File: config.mk
export PLATFORM = sky130hd
export DESIGN_NAME = terrace_curve_mapper_unit
export DESIGN_NICKNAME = d
export VERILOG_FILES = /design/src/rtl/tcm_pkg.sv /design/src/rtl/tcm_select.sv /design/src/rtl/tcm_div_stage.sv /design/src/rtl/tcm_interp.sv /design/src/rtl/terrace_curve_mapper_unit.sv
export SDC_FILE = /design/constraint.sdc
export NUM_CORES = 2
export LEC_CHECK = 0
export BUFFER_PORTS_ARGS = -buffer_cell sky130_fd_sc_hd__clkbuf_2
export CAP_MARGIN = 20
export CELL_PAD_IN_SITES_DETAIL_PLACEMENT = 1
export CELL_PAD_IN_SITES_GLOBAL_PLACEMENT = 1
export CORE_ASPECT_RATIO = 0.9
export CORE_MARGIN = 2
export CORE_UTILIZATION = 53
export DETAILED_ROUTE_END_ITERATION = 16
export PLACE_DENSITY_LB_ADDON = 0.3
export SETUP_SLACK_MARGIN = 0.2
export SLEW_MARGIN = 25
export SYNTH_ARGS = -nofsm -noshare
export SYNTH_HDL_FRONTEND = slang
export SYNTH_SLANG_ARGS = --single-unit
File: constraint.sdc
create_clock -name clk -period 34.4 [get_ports clk]
set_input_delay 6.88 -clock clk [delete_from_list [all_inputs] [get_ports clk]]
set_output_delay 6.88 -clock clk [all_outputs]
set_load 0.05 [all_outputs]
File: src/rtl/tcm_pkg.sv
// Shared types and constants for the terrace curve mapper.
// No dependencies; imported by every module in rtl/.
`default_nettype none

package tcm_pkg;

  // Fixed alpha format: unsigned Q0.16, with 1.0 held in 17 bits.
  localparam int ALPHA_BITS = 16;
  localparam logic [ALPHA_BITS:0] ALPHA_ONE = 17'h10000;
  localparam logic [ALPHA_BITS:0] ALPHA_MAX = 17'h0ffff;

  // The divider resolves this many quotient bits per pipeline stage.
  localparam int DIV_STEP_BITS = 2;
  localparam int DIV_STAGES = ALPHA_BITS / DIV_STEP_BITS;

  // Configuration register map.
  localparam int CFG_IDX_W = 3;
  localparam int PCOUNT_W = 3;
  localparam logic [CFG_IDX_W-1:0] REG_POINT_COUNT = 3'd0;
  localparam logic [CFG_IDX_W-1:0] REG_INVERT = 3'd1;
  localparam logic [CFG_IDX_W-1:0] REG_POINT_A = 3'd2;

  localparam logic [PCOUNT_W-1:0] POINT_COUNT_RESET = 3'd2;
  localparam logic signed [31:0] POINT_A_RESET = -32'sd4096;
  localparam logic signed [31:0] POINT_B_RESET = 32'sd4096;

  // Control flags that travel with each item down the pipeline.
  typedef struct packed {
    logic valid;
    logic too_few;
    logic direct;
    logic alpha_zero;
    logic alpha_sat;
  } tcm_ctl_t;

endpackage : tcm_pkg

`default_nettype wire

File: src/rtl/tcm_select.sv
// Front end of the mapper: bracketing-point search and offset/span classify.
// Two register stages. Depends on tcm_pkg.
`default_nettype none

module tcm_select
  import tcm_pkg::*;
#(
  parameter int W = 16,
  parameter int MAX_POINTS = 6,
  parameter int CNT_W = 3
) (
  input  wire logic                clk,
  input  wire logic                rst_n,
  input  wire logic                en,
  input  wire logic                in_vld,
  input  wire logic signed [W-1:0] src,
  input  wire logic [CNT_W-1:0]    count_sat,
  input  wire logic signed [W-1:0] pts [MAX_POINTS],
  output tcm_ctl_t                 ctl_o,
  output logic [W-1:0]             rem_o,
  output logic [W-1:0]             span_o,
  output logic signed [W-1:0]      v0_o,
  output logic signed [W-1:0]      v1_o
);

  localparam int IDX_W = (MAX_POINTS > 2) ? $clog2(MAX_POINTS) : 1;

  logic [MAX_POINTS-1:0] lt;
  logic [CNT_W-1:0]      pos;
  logic [CNT_W-1:0]      i0;
  logic [CNT_W-1:0]      i1;
  tcm_ctl_t              ctl1_nxt;
  tcm_ctl_t              ctl1_r;
  logic signed [W-1:0]   src1_r;
  logic signed [W-1:0]   v0_1_r;
  logic signed [W-1:0]   v1_1_r;

  logic signed [W:0]     off2;
  logic signed [W:0]     span2;
  tcm_ctl_t              ctl2_nxt;
  tcm_ctl_t              ctl2_r;
  logic [W-1:0]          rem2_r;
  logic [W-1:0]          span2_r;
  logic signed [W-1:0]   v0_2_r;
  logic signed [W-1:0]   v1_2_r;

  // Stage 1: first point above the sample, then the pair around it.
  // With no points in use both indexes stay at zero so the read is in range.
  always_comb begin
    for (int i = 0; i < MAX_POINTS; i++) begin
      lt[i] = (CNT_W'(i) < count_sat) && (src < pts[i]);
    end
    pos = count_sat;
    for (int i = MAX_POINTS - 1; i >= 0; i--) begin
      if (lt[i]) begin
        pos = CNT_W'(i);
      end
    end
    i0 = (pos == '0) ? '0 : pos - CNT_W'(1);
    i1 = (pos == count_sat && count_sat != '0) ? count_sat - CNT_W'(1) : pos;
    ctl1_nxt.valid      = in_vld;
    ctl1_nxt.too_few    = count_sat < CNT_W'(2);
    ctl1_nxt.direct     = (i0 == i1);
    ctl1_nxt.alpha_zero = 1'b0;
    ctl1_nxt.alpha_sat  = 1'b0;
  end

  always_ff @(posedge clk) begin
    if (!rst_n) begin
      ctl1_r <= '0;
    end else if (en) begin
      ctl1_r <= ctl1_nxt;
    end
  end

  always_ff @(posedge clk) begin
    if (en) begin
      src1_r <= src;
      v0_1_r <= pts[i0[IDX_W-1:0]];
      v1_1_r <= pts[i1[IDX_W-1:0]];
    end
  end

  // Stage 2: offset and span. Unsorted or repeated points or a negative
  // offset give alpha zero; an offset at or past the span saturates alpha.
  always_comb begin
    off2  = $signed({src1_r[W-1], src1_r}) - $signed({v0_1_r[W-1], v0_1_r});
    span2 = $signed({v1_1_r[W-1], v1_1_r}) - $signed({v0_1_r[W-1], v0_1_r});
    ctl2_nxt            = ctl1_r;
    ctl2_nxt.alpha_zero = (span2 <= 0) || (off2 < 0);
    ctl2_nxt.alpha_sat  = !ctl2_nxt.alpha_zero && (off2 >= span2);
  end

  always_ff @(posedge clk) begin
    if (!rst_n) begin
      ctl2_r <= '0;
    end else if (en) begin
      ctl2_r <= ctl2_nxt;
    end
  end

  always_ff @(posedge clk) begin
    if (en) begin
      rem2_r  <= off2[W-1:0];
      span2_r <= span2[W-1:0];
      v0_2_r  <= v0_1_r;
      v1_2_r  <= v1_1_r;
    end
  end

  assign ctl_o  = ctl2_r;
  assign rem_o  = rem2_r;
  assign span_o = span2_r;
  assign v0_o   = v0_2_r;
  assign v1_o   = v1_2_r;

endmodule : tcm_select

`default_nettype wire

File: src/rtl/tcm_div_stage.sv
// One stage of the pipelined restoring divider that forms alpha.
// Resolves DIV_STEP_BITS quotient bits per stage. Depends on tcm_pkg.
`default_nettype none

module tcm_div_stage
  import tcm_pkg::*;
#(
  parameter int W = 16
) (
  input  wire logic                 clk,
  input  wire logic                 rst_n,
  input  wire logic                 en,
  input  wire tcm_ctl_t             ctl_i,
  input  wire logic [W-1:0]         rem_i,
  input  wire logic [ALPHA_BITS-1:0] quo_i,
  input  wire logic [W-1:0]         span_i,
  input  wire logic signed [W-1:0]  v0_i,
  input  wire logic signed [W-1:0]  v1_i,
  output tcm_ctl_t                  ctl_o,
  output logic [W-1:0]              rem_o,
  output logic [ALPHA_BITS-1:0]     quo_o,
  output logic [W-1:0]              span_o,
  output logic signed [W-1:0]       v0_o,
  output logic signed [W-1:0]       v1_o
);

  logic [W:0]            dbl;
  logic [W-1:0]          rem_nxt;
  logic [ALPHA_BITS-1:0] quo_nxt;
  tcm_ctl_t              ctl_r;
  logic [W-1:0]          rem_r;
  logic [ALPHA_BITS-1:0] quo_r;
  logic [W-1:0]          span_r;
  logic signed [W-1:0]   v0_r;
  logic signed [W-1:0]   v1_r;

  // The remainder stays below the span, so the doubled value fits W+1 bits.
  always_comb begin
    dbl     = '0;
    rem_nxt = rem_i;
    quo_nxt = quo_i;
    for (int s = 0; s < DIV_STEP_BITS; s++) begin
      dbl = {rem_nxt, 1'b0};
      if (dbl >= {1'b0, span_i}) begin
        rem_nxt = W'(dbl - {1'b0, span_i});
        quo_nxt = {quo_nxt[ALPHA_BITS-2:0], 1'b1};
      end else begin
        rem_nxt = dbl[W-1:0];
        quo_nxt = {quo_nxt[ALPHA_BITS-2:0], 1'b0};
      end
    end
  end

  always_ff @(posedge clk) begin
    if (!rst_n) begin
      ctl_r <= '0;
    end else if (en) begin
      ctl_r <= ctl_i;
    end
  end

  always_ff @(posedge clk) begin
    if (en) begin
      rem_r  <= rem_nxt;
      quo_r  <= quo_nxt;
      span_r <= span_i;
      v0_r   <= v0_i;
      v1_r   <= v1_i;
    end
  end

  assign ctl_o  = ctl_r;
  assign rem_o  = rem_r;
  assign quo_o  = quo_r;
  assign span_o = span_r;
  assign v0_o   = v0_r;
  assign v1_o   = v1_r;

endmodule : tcm_div_stage

`default_nettype wire

File: src/rtl/tcm_interp.sv
// Back end of the mapper: alpha select and inversion, squaring, and the
// linear blend into the output register. Four stages. Depends on tcm_pkg.
`default_nettype none

module tcm_interp
  import tcm_pkg::*;
#(
  parameter int W = 16
) (
  input  wire logic                  clk,
  input  wire logic                  rst_n,
  input  wire logic                  en,
  input  wire logic                  invert,
  input  wire tcm_ctl_t              ctl_i,
  input  wire logic [ALPHA_BITS-1:0] quo_i,
  input  wire logic signed [W-1:0]   v0_i,
  input  wire logic signed [W-1:0]   v1_i,
  output logic                       out_vld,
  output logic signed [W-1:0]        out_val,
  output logic                       out_few
);

  logic [ALPHA_BITS:0]     alpha_nxt;
  logic signed [W-1:0]     base_nxt;
  logic signed [W:0]       delta_nxt;
  tcm_ctl_t                ctla_r;
  logic [ALPHA_BITS:0]     alpha_r;
  logic signed [W-1:0]     basea_r;
  logic signed [W:0]       deltaa_r;

  logic [2*ALPHA_BITS+1:0] sq;
  tcm_ctl_t                ctlb_r;
  logic [ALPHA_BITS:0]     a2_r;
  logic signed [W-1:0]     baseb_r;
  logic signed [W:0]       deltab_r;

  logic signed [W+18:0]    prod_nxt;
  tcm_ctl_t                ctlc_r;
  logic signed [W+18:0]    prod_r;
  logic signed [W-1:0]     basec_r;

  logic signed [W-1:0]     res_nxt;
  logic                    vld_r;
  logic                    few_r;
  logic signed [W-1:0]     res_r;

  // Stage A. For a direct item the base carries the upper point itself.
  always_comb begin
    if (ctl_i.alpha_zero) begin
      alpha_nxt = '0;
    end else if (ctl_i.alpha_sat) begin
      alpha_nxt = ALPHA_MAX;
    end else begin
      alpha_nxt = {1'b0, quo_i};
    end
    if (invert) begin
      alpha_nxt = ALPHA_ONE - alpha_nxt;
      delta_nxt = $signed({v0_i[W-1], v0_i}) - $signed({v1_i[W-1], v1_i});
    end else begin
      delta_nxt = $signed({v1_i[W-1], v1_i}) - $signed({v0_i[W-1], v0_i});
    end
    base_nxt = (invert || ctl_i.direct) ? v1_i : v0_i;
  end

  // Stage B: square of alpha, truncated back to Q0.16 (1.0 still fits).
  assign sq = alpha_r * alpha_r;

  // Stage C: signed span times the squared alpha.
  assign prod_nxt = deltab_r * $signed({1'b0, a2_r});

  // Stage D: the arithmetic shift floors the quotient by 65536.
  always_comb begin
    if (ctlc_r.too_few) begin
      res_nxt = '0;
    end else if (ctlc_r.direct) begin
      res_nxt = basec_r;
    end else begin
      res_nxt = basec_r + prod_r[W+15:16];
    end
  end

  always_ff @(posedge clk) begin
    if (!rst_n) begin
      ctla_r <= '0;
      ctlb_r <= '0;
      ctlc_r <= '0;
      vld_r  <= 1'b0;
    end else if (en) begin
      ctla_r <= ctl_i;
      ctlb_r <= ctla_r;
      ctlc_r <= ctlb_r;
      vld_r  <= ctlc_r.valid;
    end
  end

  always_ff @(posedge clk) begin
    if (en) begin
      alpha_r  <= alpha_nxt;
      basea_r  <= base_nxt;
      deltaa_r <= delta_nxt;
      a2_r     <= sq[2*ALPHA_BITS:ALPHA_BITS];
      baseb_r  <= basea_r;
      deltab_r <= deltaa_r;
      prod_r   <= prod_nxt;
      basec_r  <= baseb_r;
      res_r    <= res_nxt;
      few_r    <= ctlc_r.too_few;
    end
  end

  assign out_vld = vld_r;
  assign out_val = res_r;
  assign out_few = few_r;

endmodule : tcm_interp

`default_nettype wire

File: src/rtl/terrace_curve_mapper_unit.sv
// Terrace curve mapper top level: configuration registers and pipeline.
// Depends on tcm_pkg, tcm_select, tcm_div_stage and tcm_interp.
//
// Usage: each item on the input channel is one signed Q4.12 sample on
// in_source_value, taken when in_valid is high and in_stall is low. Each
// item yields exactly one result item on the output channel: the mapped
// sample on out_terraced_value and the flag out_too_few_points, offered
// with out_valid and taken when out_stall is low.
// From acceptance to out_valid an item passes two stages of point
// search and classify, eight divider stages at two quotient bits each,
// then alpha select, squaring, blend multiply and the output register.
// Throughput is one item per cycle while no stall holds the pipeline; the divider pipeline sets the depth.
// When the receiver stalls with a result waiting, the whole pipeline
// holds and in_stall is raised in the same cycle; nothing is lost.
// The configuration port writes point_count (index 0), invert_terraces
// (index 1) and the control points (indexes 2 to 7). The user must write
// them only while the pipeline is empty; the block does not enforce it.
// Reset empties the pipeline and restores points -1.0 and +1.0, no inversion.
`default_nettype none

module terrace_curve_mapper_unit
  import tcm_pkg::*;
#(
  parameter int MAX_POINTS = 6,
  parameter int SAMPLE_BITS = 16
) (
  input  wire logic                          clk,
  input  wire logic                          rst_n,
  input  wire logic                          cfg_wr_en,
  input  wire logic [CFG_IDX_W-1:0]          cfg_index,
  input  wire logic [SAMPLE_BITS-1:0]        cfg_data,
  input  wire logic                          in_valid,
  output logic                               in_stall,
  input  wire logic signed [SAMPLE_BITS-1:0] in_source_value,
  output logic                               out_valid,
  input  wire logic                          out_stall,
  output logic signed [SAMPLE_BITS-1:0]      out_terraced_value,
  output logic                               out_too_few_points
);

  localparam int W = SAMPLE_BITS;
  localparam int CNT_W = $clog2(MAX_POINTS + 1);

  logic [PCOUNT_W-1:0]   point_count_r;
  logic                  invert_r;
  logic signed [W-1:0]   pts_r [MAX_POINTS];
  logic [CNT_W-1:0]      count_sat;
  logic                  en;

  tcm_ctl_t              ctl_d  [DIV_STAGES+1];
  logic [W-1:0]          rem_d  [DIV_STAGES+1];
  logic [ALPHA_BITS-1:0] quo_d  [DIV_STAGES+1];
  logic [W-1:0]          span_d [DIV_STAGES+1];
  logic signed [W-1:0]   v0_d   [DIV_STAGES+1];
  logic signed [W-1:0]   v1_d   [DIV_STAGES+1];

  always_ff @(posedge clk) begin
    if (!rst_n) begin
      point_count_r <= POINT_COUNT_RESET;
      invert_r      <= 1'b0;
      for (int i = 0; i < MAX_POINTS; i++) begin
        if (i == 0) begin
          pts_r[i] <= POINT_A_RESET[W-1:0];
        end else if (i == 1) begin
          pts_r[i] <= POINT_B_RESET[W-1:0];
        end else begin
          pts_r[i] <= '0;
        end
      end
    end else if (cfg_wr_en) begin
      if (cfg_index == REG_POINT_COUNT) begin
        point_count_r <= cfg_data[PCOUNT_W-1:0];
      end else if (cfg_index == REG_INVERT) begin
        invert_r <= cfg_data[0];
      end else begin
        // Points beyond the supported count are never read, so not stored.
        for (int i = 0; i < MAX_POINTS; i++) begin
          if (cfg_index == REG_POINT_A + CFG_IDX_W'(i)) begin
            pts_r[i] <= cfg_data;
          end
        end
      end
    end
  end

  assign count_sat = (point_count_r > PCOUNT_W'(MAX_POINTS)) ? CNT_W'(MAX_POINTS)
                                                             : CNT_W'(point_count_r);

  // The pipeline moves as one unless a finished item waits at the output.
  assign en       = !(out_valid && out_stall);
  assign in_stall = !en;

  tcm_select #(
    .W          (W),
    .MAX_POINTS (MAX_POINTS),
    .CNT_W      (CNT_W)
  ) u_select (
    .clk       (clk),
    .rst_n     (rst_n),
    .en        (en),
    .in_vld    (in_valid),
    .src       (in_source_value),
    .count_sat (count_sat),
    .pts       (pts_r),
    .ctl_o     (ctl_d[0]),
    .rem_o     (rem_d[0]),
    .span_o    (span_d[0]),
    .v0_o      (v0_d[0]),
    .v1_o      (v1_d[0])
  );

  assign quo_d[0] = '0;

  for (genvar g = 0; g < DIV_STAGES; g++) begin : g_div
    tcm_div_stage #(
      .W (W)
    ) u_div (
      .clk    (clk),
      .rst_n  (rst_n),
      .en     (en),
      .ctl_i  (ctl_d[g]),
      .rem_i  (rem_d[g]),
      .quo_i  (quo_d[g]),
      .span_i (span_d[g]),
      .v0_i   (v0_d[g]),
      .v1_i   (v1_d[g]),
      .ctl_o  (ctl_d[g+1]),
      .rem_o  (rem_d[g+1]),
      .quo_o  (quo_d[g+1]),
      .span_o (span_d[g+1]),
      .v0_o   (v0_d[g+1]),
      .v1_o   (v1_d[g+1])
    );
  end

  tcm_interp #(
    .W (W)
  ) u_interp (
    .clk     (clk),
    .rst_n   (rst_n),
    .en      (en),
    .invert  (invert_r),
    .ctl_i   (ctl_d[DIV_STAGES]),
    .quo_i   (quo_d[DIV_STAGES]),
    .v0_i    (v0_d[DIV_STAGES]),
    .v1_i    (v1_d[DIV_STAGES]),
    .out_vld (out_valid),
    .out_val (out_terraced_value),
    .out_few (out_too_few_points)
  );

  // An item flagged for too few points carries a zero value.
  a_few_zero : assert property (@(posedge clk) disable iff (!rst_n)
    out_valid && out_too_few_points |-> out_terraced_value == '0)
    else $error("too_few_points item with nonzero value");

  // The user, not the block, must keep configuration static while items are in flight, so the flag agrees.
  a_few_cfg : assert property (@(posedge clk) disable iff (!rst_n)
    out_valid |-> out_too_few_points == (count_sat < CNT_W'(2)))
    else $error("too_few_points disagrees with point count");

  // Classify never marks an item both zero and saturated.
  a_alpha_cls : assert property (@(posedge clk) disable iff (!rst_n)
    ctl_d[0].valid |-> !(ctl_d[0].alpha_zero && ctl_d[0].alpha_sat))
    else $error("alpha both zero and saturated");

  // Reset empties the output register.
  a_rst_empty : assert property (@(posedge clk)
    !rst_n |=> !out_valid)
    else $error("output valid after reset");

endmodule : terrace_curve_mapper_unit

`default_nettype wire

## After elaboration in Yosys (flattened, before gate mapping)

Cells that the tools add are included.
W data, S select, Z words.

| storage, ports and cells | value |
|---|---|
| bits in registers | 987 |
| input port bits | 40 |
| output and inout bits | 19 |
| word-level logic and storage cells | 276 |

| cells by class | value |
|---|---|
| add/subtract/negate cells | 23 |
| multiply operators | 2 |
| $lt $le $gt $ge | 35 |
| equality and inequality tests | 9 |
| muxes and demuxes | 52 |
| bitwise logic cells | 4 |
| reduce and logical (&&, ||, !) cells | 23 |

Operators with widths:

| operator | count |
|---|---|
| $mux W16 | 22 |
| $ge A17 B16 Y1 | 16 |
| $sub A16 B16 Y16 | 15 |
| $bmux W16 S3 | 2 |
| $lt A16 B16 Y1 | 6 |
| $sub A16 B16 Y17 | 4 |
| $mux W17 | 3 |
| $mul A17 B17 Y33 | 1 |
| $mul A17 B18 Y32 | 1 |
| $mux W3 | 9 |
| $reduce_and A4 Y1 | 6 |
| $ge A17 B17 Y1 | 1 |
| $le A17 B1 Y1 const B | 1 |
| $lt A17 B1 Y1 const B | 1 |
| $sub A17 B17 Y17 const A | 1 |
| $add A16 B16 Y16 | 1 |
| $mux W1 | 16 |
| $eq A3 B3 Y1 const B | 4 |
| $logic_and A1 B1 Y1 | 9 |
| $ge A4 B4 Y1 const B | 2 |
| $not A3 Y4 | 2 |
| $eq A3 B2 Y1 const B | 2 |
| $eq A3 B3 Y1 | 2 |
| $logic_not A3 Y1 | 2 |
| other kinds (13) | 19 |

## Depth between registers and ports, before layout

| depth | value |
|---|---|
| depth in word-level cells | 17 |
| depth in mapped cells | 26 |
| gate-level depth less buffers | 26 |

## By module

Synthesis repeated with hierarchy kept, for this count alone.

| second synthesis, totals | value |
|---|---|
| cells, all modules | 6786 |
| area total of the unflattened synthesis | 75011.9 µm² |

Modules (own cells, without submodules):

| module | instances | cells an instance | area an instance (µm²) | seq. area each (µm²) |
|---|---|---|---|---|
| tcm_div_stage | 8 | 354 | 4550.6 | 2502.4 |
| tcm_interp | 1 | 2565 | 24811.3 | 4674.5 |
| tcm_select | 1 | 1025 | 9969.6 | 3523.4 |
| terrace_curve_mapper_unit | 1 | 364 | 3826.2 | 2001.9 |

## Worst setup path after synthesis

No wires, ideal clock.

| timing path | value |
|---|---|
| kind | in2reg |
| start | input out_stall |
| end | register g_div[0].u_div.quo_r[0], enable pin |
| library setup time | 1.495 ns |
| arrival | 29.010 ns |
| data required time | 32.905 ns |
| setup slack | 3.896 ns |
| cell stages on the path | 2 |
| path buffers | 1 |
| cells stage by stage | nand2_1 -> clkbuf_1 |

| on the way | value |
|---|---|
| longest elaborated chain between the ends | 1 |

RTL lines:

| what | RTL line | RTL |
|---|---|---|
| start, declared | terrace_curve_mapper_unit.sv:36 | `input wire logic out_stall,` |
| $logic_and A1 B1 Y1 | terrace_curve_mapper_unit.sv:90 | `assign en = !(out_valid && out_stall);` |
| end signal, assigned | tcm_div_stage.sv:65 | `quo_r <= quo_nxt;` |
| end, declared | tcm_div_stage.sv:32 | `logic [ALPHA_BITS-1:0] quo_r;` |

No other way between the ends.
A chain may end at the register's enable or synchronous reset.

## Worst setup path in the final report

| timing path | value |
|---|---|
| start | input out_stall |
| end | output in_stall |

| on the way | value |
|---|---|
| longest elaborated chain between the ends | 1 |

RTL lines:

| what | RTL line | RTL |
|---|---|---|
| $logic_and A1 B1 Y1 | terrace_curve_mapper_unit.sv:90 |  |
| end, declared | terrace_curve_mapper_unit.sv:33 | `output logic in_stall,` |

No other way between the ends.

==> impl_metrics.tcl <==
set metrics [dict create \
    r2r-start "u_interp.alpha_r[10]" \
    worst_path_max_delay_cell "nand2_4" \
    crit_type "in -> out" \
    pin_count 59 \
    design_area_mm2 0.07430 \
    synth-xor-area-share_pct 3.578 \
    fmax_mhz 65.95 \
    detail_route.iter0.violations 3087 \
    cts_resized 0 \
    postCtsHoldBufs 0 \
    cts_sinks 971 \
    hold_class "reg -> reg" \
    hold_viol 0 \
    max_slew_margin_pct 28.00 \
    grt_pass1_wl_um 294700 \
    numCtsBuffers 101 \
    crit_cells 4 \
    crit_fanout 80 \
    start_util_pct 53.37 \
    core_mm2 0.1289 \
    setup-violations-final 0 \
    synth.area.top_cells "edfxtp_1 35%, fa_1 12%, ha_1 12%" \
    end_kind "primary output" \
    dieArea_mm2 0.1327 \
    drt_wl_total_um 186000 \
    insertion_delay_ps 720 \
    ys_warn_count 0 \
    crit_buf_inv 3 \
    cts_root_buf "clkbuf_16" \
    ff2ff_path_depth 23 \
    synthMuxAreaShare_pct 4.028 \
    fin_skew_ps 36.24 \
    critPathMaxStageDelay_ps 700 \
    diodes 0 \
    rrSetupSlack_ps 26380 \
    via_per_inst 5.797 \
    synth_top_family_by_area "adder cells" \
    synthArstFlopShare_pct 0 \
    fin_cells 8241 \
    antenna_found_initial 2 \
    rsz0062_at_grt "false" \
    grt_max_degree 105 \
    synthAdderAreaFrac_pct 24.18 \
    gr-total-overflow 0 \
    dr.pass1.iters 5 \
    drv_slew 0 \
    min_period_ps 15160 \
    synth_top_area_share_pct 35.49 \
    critPathTopFamily "simple AND/OR/NAND/NOR gates" \
    setup_tns_ps 0 \
    yosysSeqAreaShare_pct 40.09 \
    final_nets 7556 \
    synth_cell_types 93 \
    yosys.area.top_type "edfxtp_1" \
    yosys.area_share.simple_pct 10.81 \
    synth_flop_cell "edfxtp_1" \
    crit_end "in_stall" \
    track_usage_pct 28.24 \
    startpoint_type "input port" \
    drc_errors 0 \
    synth_most_common_cell "inv_1" \
    crit_arrival_ps 8280 \
    cpMostUsedCell "clkbuf_2" \
    ys_top_cells_by_count "958 x inv_1, 813 x edfxtp_1, 667 x nand2_1, 651 x ha_1, 424 x fa_1" \
    grt_pass1_vias 52370 \
    port_buffers 58 \
    cp-startpoint "out_stall" \
    post_synth.cell_area_avg_um2 10.73 \
    synth_compound_area_share_pct 10.95 \
    status "finished, final reports clean" \
    cts_tree "done" \
    num_rows 125 \
    multi_input_area_mm2 0.03686 \
    maxCapViolCount 0 \
    crit_chain "clkbuf_2, nand2_4, inv_2, clkbuf_2" \
    fill_cells 13820 \
    gp_congestion 0.8864 \
    r2r-end "u_interp.a2_r[16]" \
    synth_fp_nets 7528 \
    ys_ff_latch 971 \
    syn_area_mm2 0.06878 \
    post_cts_buffers 0 \
    h-tree-depth 3 \
    area_growth_pct 8.026 \
    die_x_um 383.7 \
    dp_hpwl_um 139800 \
    dpl_cell_area_mm2 0.07087 \
    required_ps 27520 \
    dieHeight_um 345.8 \
    clk_pin_slew_ps 60 \
    synthCells 6413 \
    dp_cells 8051 \
    clk_path_buf_depth 3 \
    fin_crit_sh_pct 44.08 \
    antenna_left 0 \
    layout-drive-gt1-share_pct 7.461 \
    wire_per_inst_um 22.57 \
    tightest_slew_ps 1066 \
    register_area_mm2 0.02758 \
    vias 47770 \
    synth_edf_count 813 \
]
## area by class of cell
class                   instances  area share, %
flip-flops and latches        971          37.12
well taps                    1714          2.886
clock buffers                 118          3.543
multi-input cells            4296          49.61
inverters                     959          4.845
repair buffers                112         0.9868
clock inverters                71          1.007
## worst register-to-register path, stage by stage (launching register included)
cell       delay [ps]
edfxtp_1          920
and2_1            290
inv_1              70
fa_1              570
fa_1              460
fa_1              520
inv_1              50
fa_1              550
fa_1              510
inv_1              50
fa_1              470
inv_1              40
ha_1              340
a21oi_1           240
inv_1              70
a2111oi_0         790
and2_1            230
a21oi_1           120
a41o_1            320
or4_1             450
a31o_2            280
a21o_1            200
a21oi_1           170
xnor2_1            90
## worst min-delay path by stage
stage / endpoint / from / depth (start not counted)
floorplan: g_div[0].u_div.v0_o[0] / u_select.v0_o[0] / 0
global placement: g_div[7].u_div.v0_o[6] / g_div[6].u_div.v0_o[6] / 0
detailed placement: g_div[5].u_div.v1_o[3] / g_div[4].u_div.v1_o[3] / 0
CTS: u_interp.deltab_r[13] / u_interp.deltaa_r[13] / 0
global route: g_div[6].u_div.v1_o[8] / g_div[5].u_div.v1_o[8] / 0
finish: g_div[7].u_div.quo_o[13] / g_div[6].u_div.quo_o[11] / 0
## sequential cells by signal (all words and copies together) (netlist names), 17 cells and up
| name | flops |
|---|---|
| g_div.u_div.ctl_o | 40 |
| g_div.u_div.quo_o | 72 |
| g_div.u_div.rem_o | 112 |
| g_div.u_div.span_o | 112 |
| g_div.u_div.v0_o | 128 |
| g_div.u_div.v1_o | 128 |
| pts_r | 96 |
| u_interp.a2_r | 17 |
| u_interp.alpha_r | 17 |
| u_interp.deltaa_r | 17 |
| u_interp.deltab_r | 17 |
## kinds of logic (layout without fill, tap and decap cells)
kind of cell	count (synthesis)	count (layout)
AO/OA/AOI/OAI	1112	1112
AND/OR/NAND/NOR	1590	1590
adder cells (fa/ha/maj)	1075	1075
multiplexers	238	238
buffers and inverters	1146	1260
XOR/XNOR	281	281
flip-flops	971	971
## metal layers
metal	vias up	wire length, um	track usage (%)
li1	21990	-	-
met1	24260	76360	35.02
met2	1126	94680	50.27
met3	397	7130	3.152
met4	2	7832	10.84
met5	-	7	0
## cells in the final DEF, fill, tap and decap left out, types with 24 or more instances in the layout
cell type  Yosys  layout
inv_1        958     957
edfxtp_1     813     813
nand2_1      667     666
ha_1         651     651
fa_1         424     424
nor2_1       267     265
a21oi_1      251     250
and2_1       215     216
xnor2_1      186     186
o21ai_0      180     179
a21boi_0     159     159
dfxtp_1      158     156
mux2_2       144     144
a21o_1       138     138
clkbuf_16      0     102
nand3_1       99      99
xor2_1        95      95
mux2i_1       72      72
nor3_1        70      69
clkbuf_2       0      57
nor2b_1       52      52
nand2b_1      51      50
nand4_1       50      50
buf_4          4      48
o21bai_1      45      45
a211oi_1      42      42
o21a_1        41      41
or3_1         33      33
and3_1        26      26
o211ai_1      26      26
nor4_1        24      24
## stage by stage
step	worst slack (ps)	hold WS (ps)	util, %
final	19240	405.9	57.65
after global routing	19140	413.7	57.65
after CTS	19250	402.4	57.61
after detailed placement	19260	405.6	54.99
after floorplan	3896	400.3	-
after global placement	19280	400.3	54.99
Power is left out: the tool's default activity adds up to more than one toggle a clock period on the data nets, which glitch-free logic cannot reach.
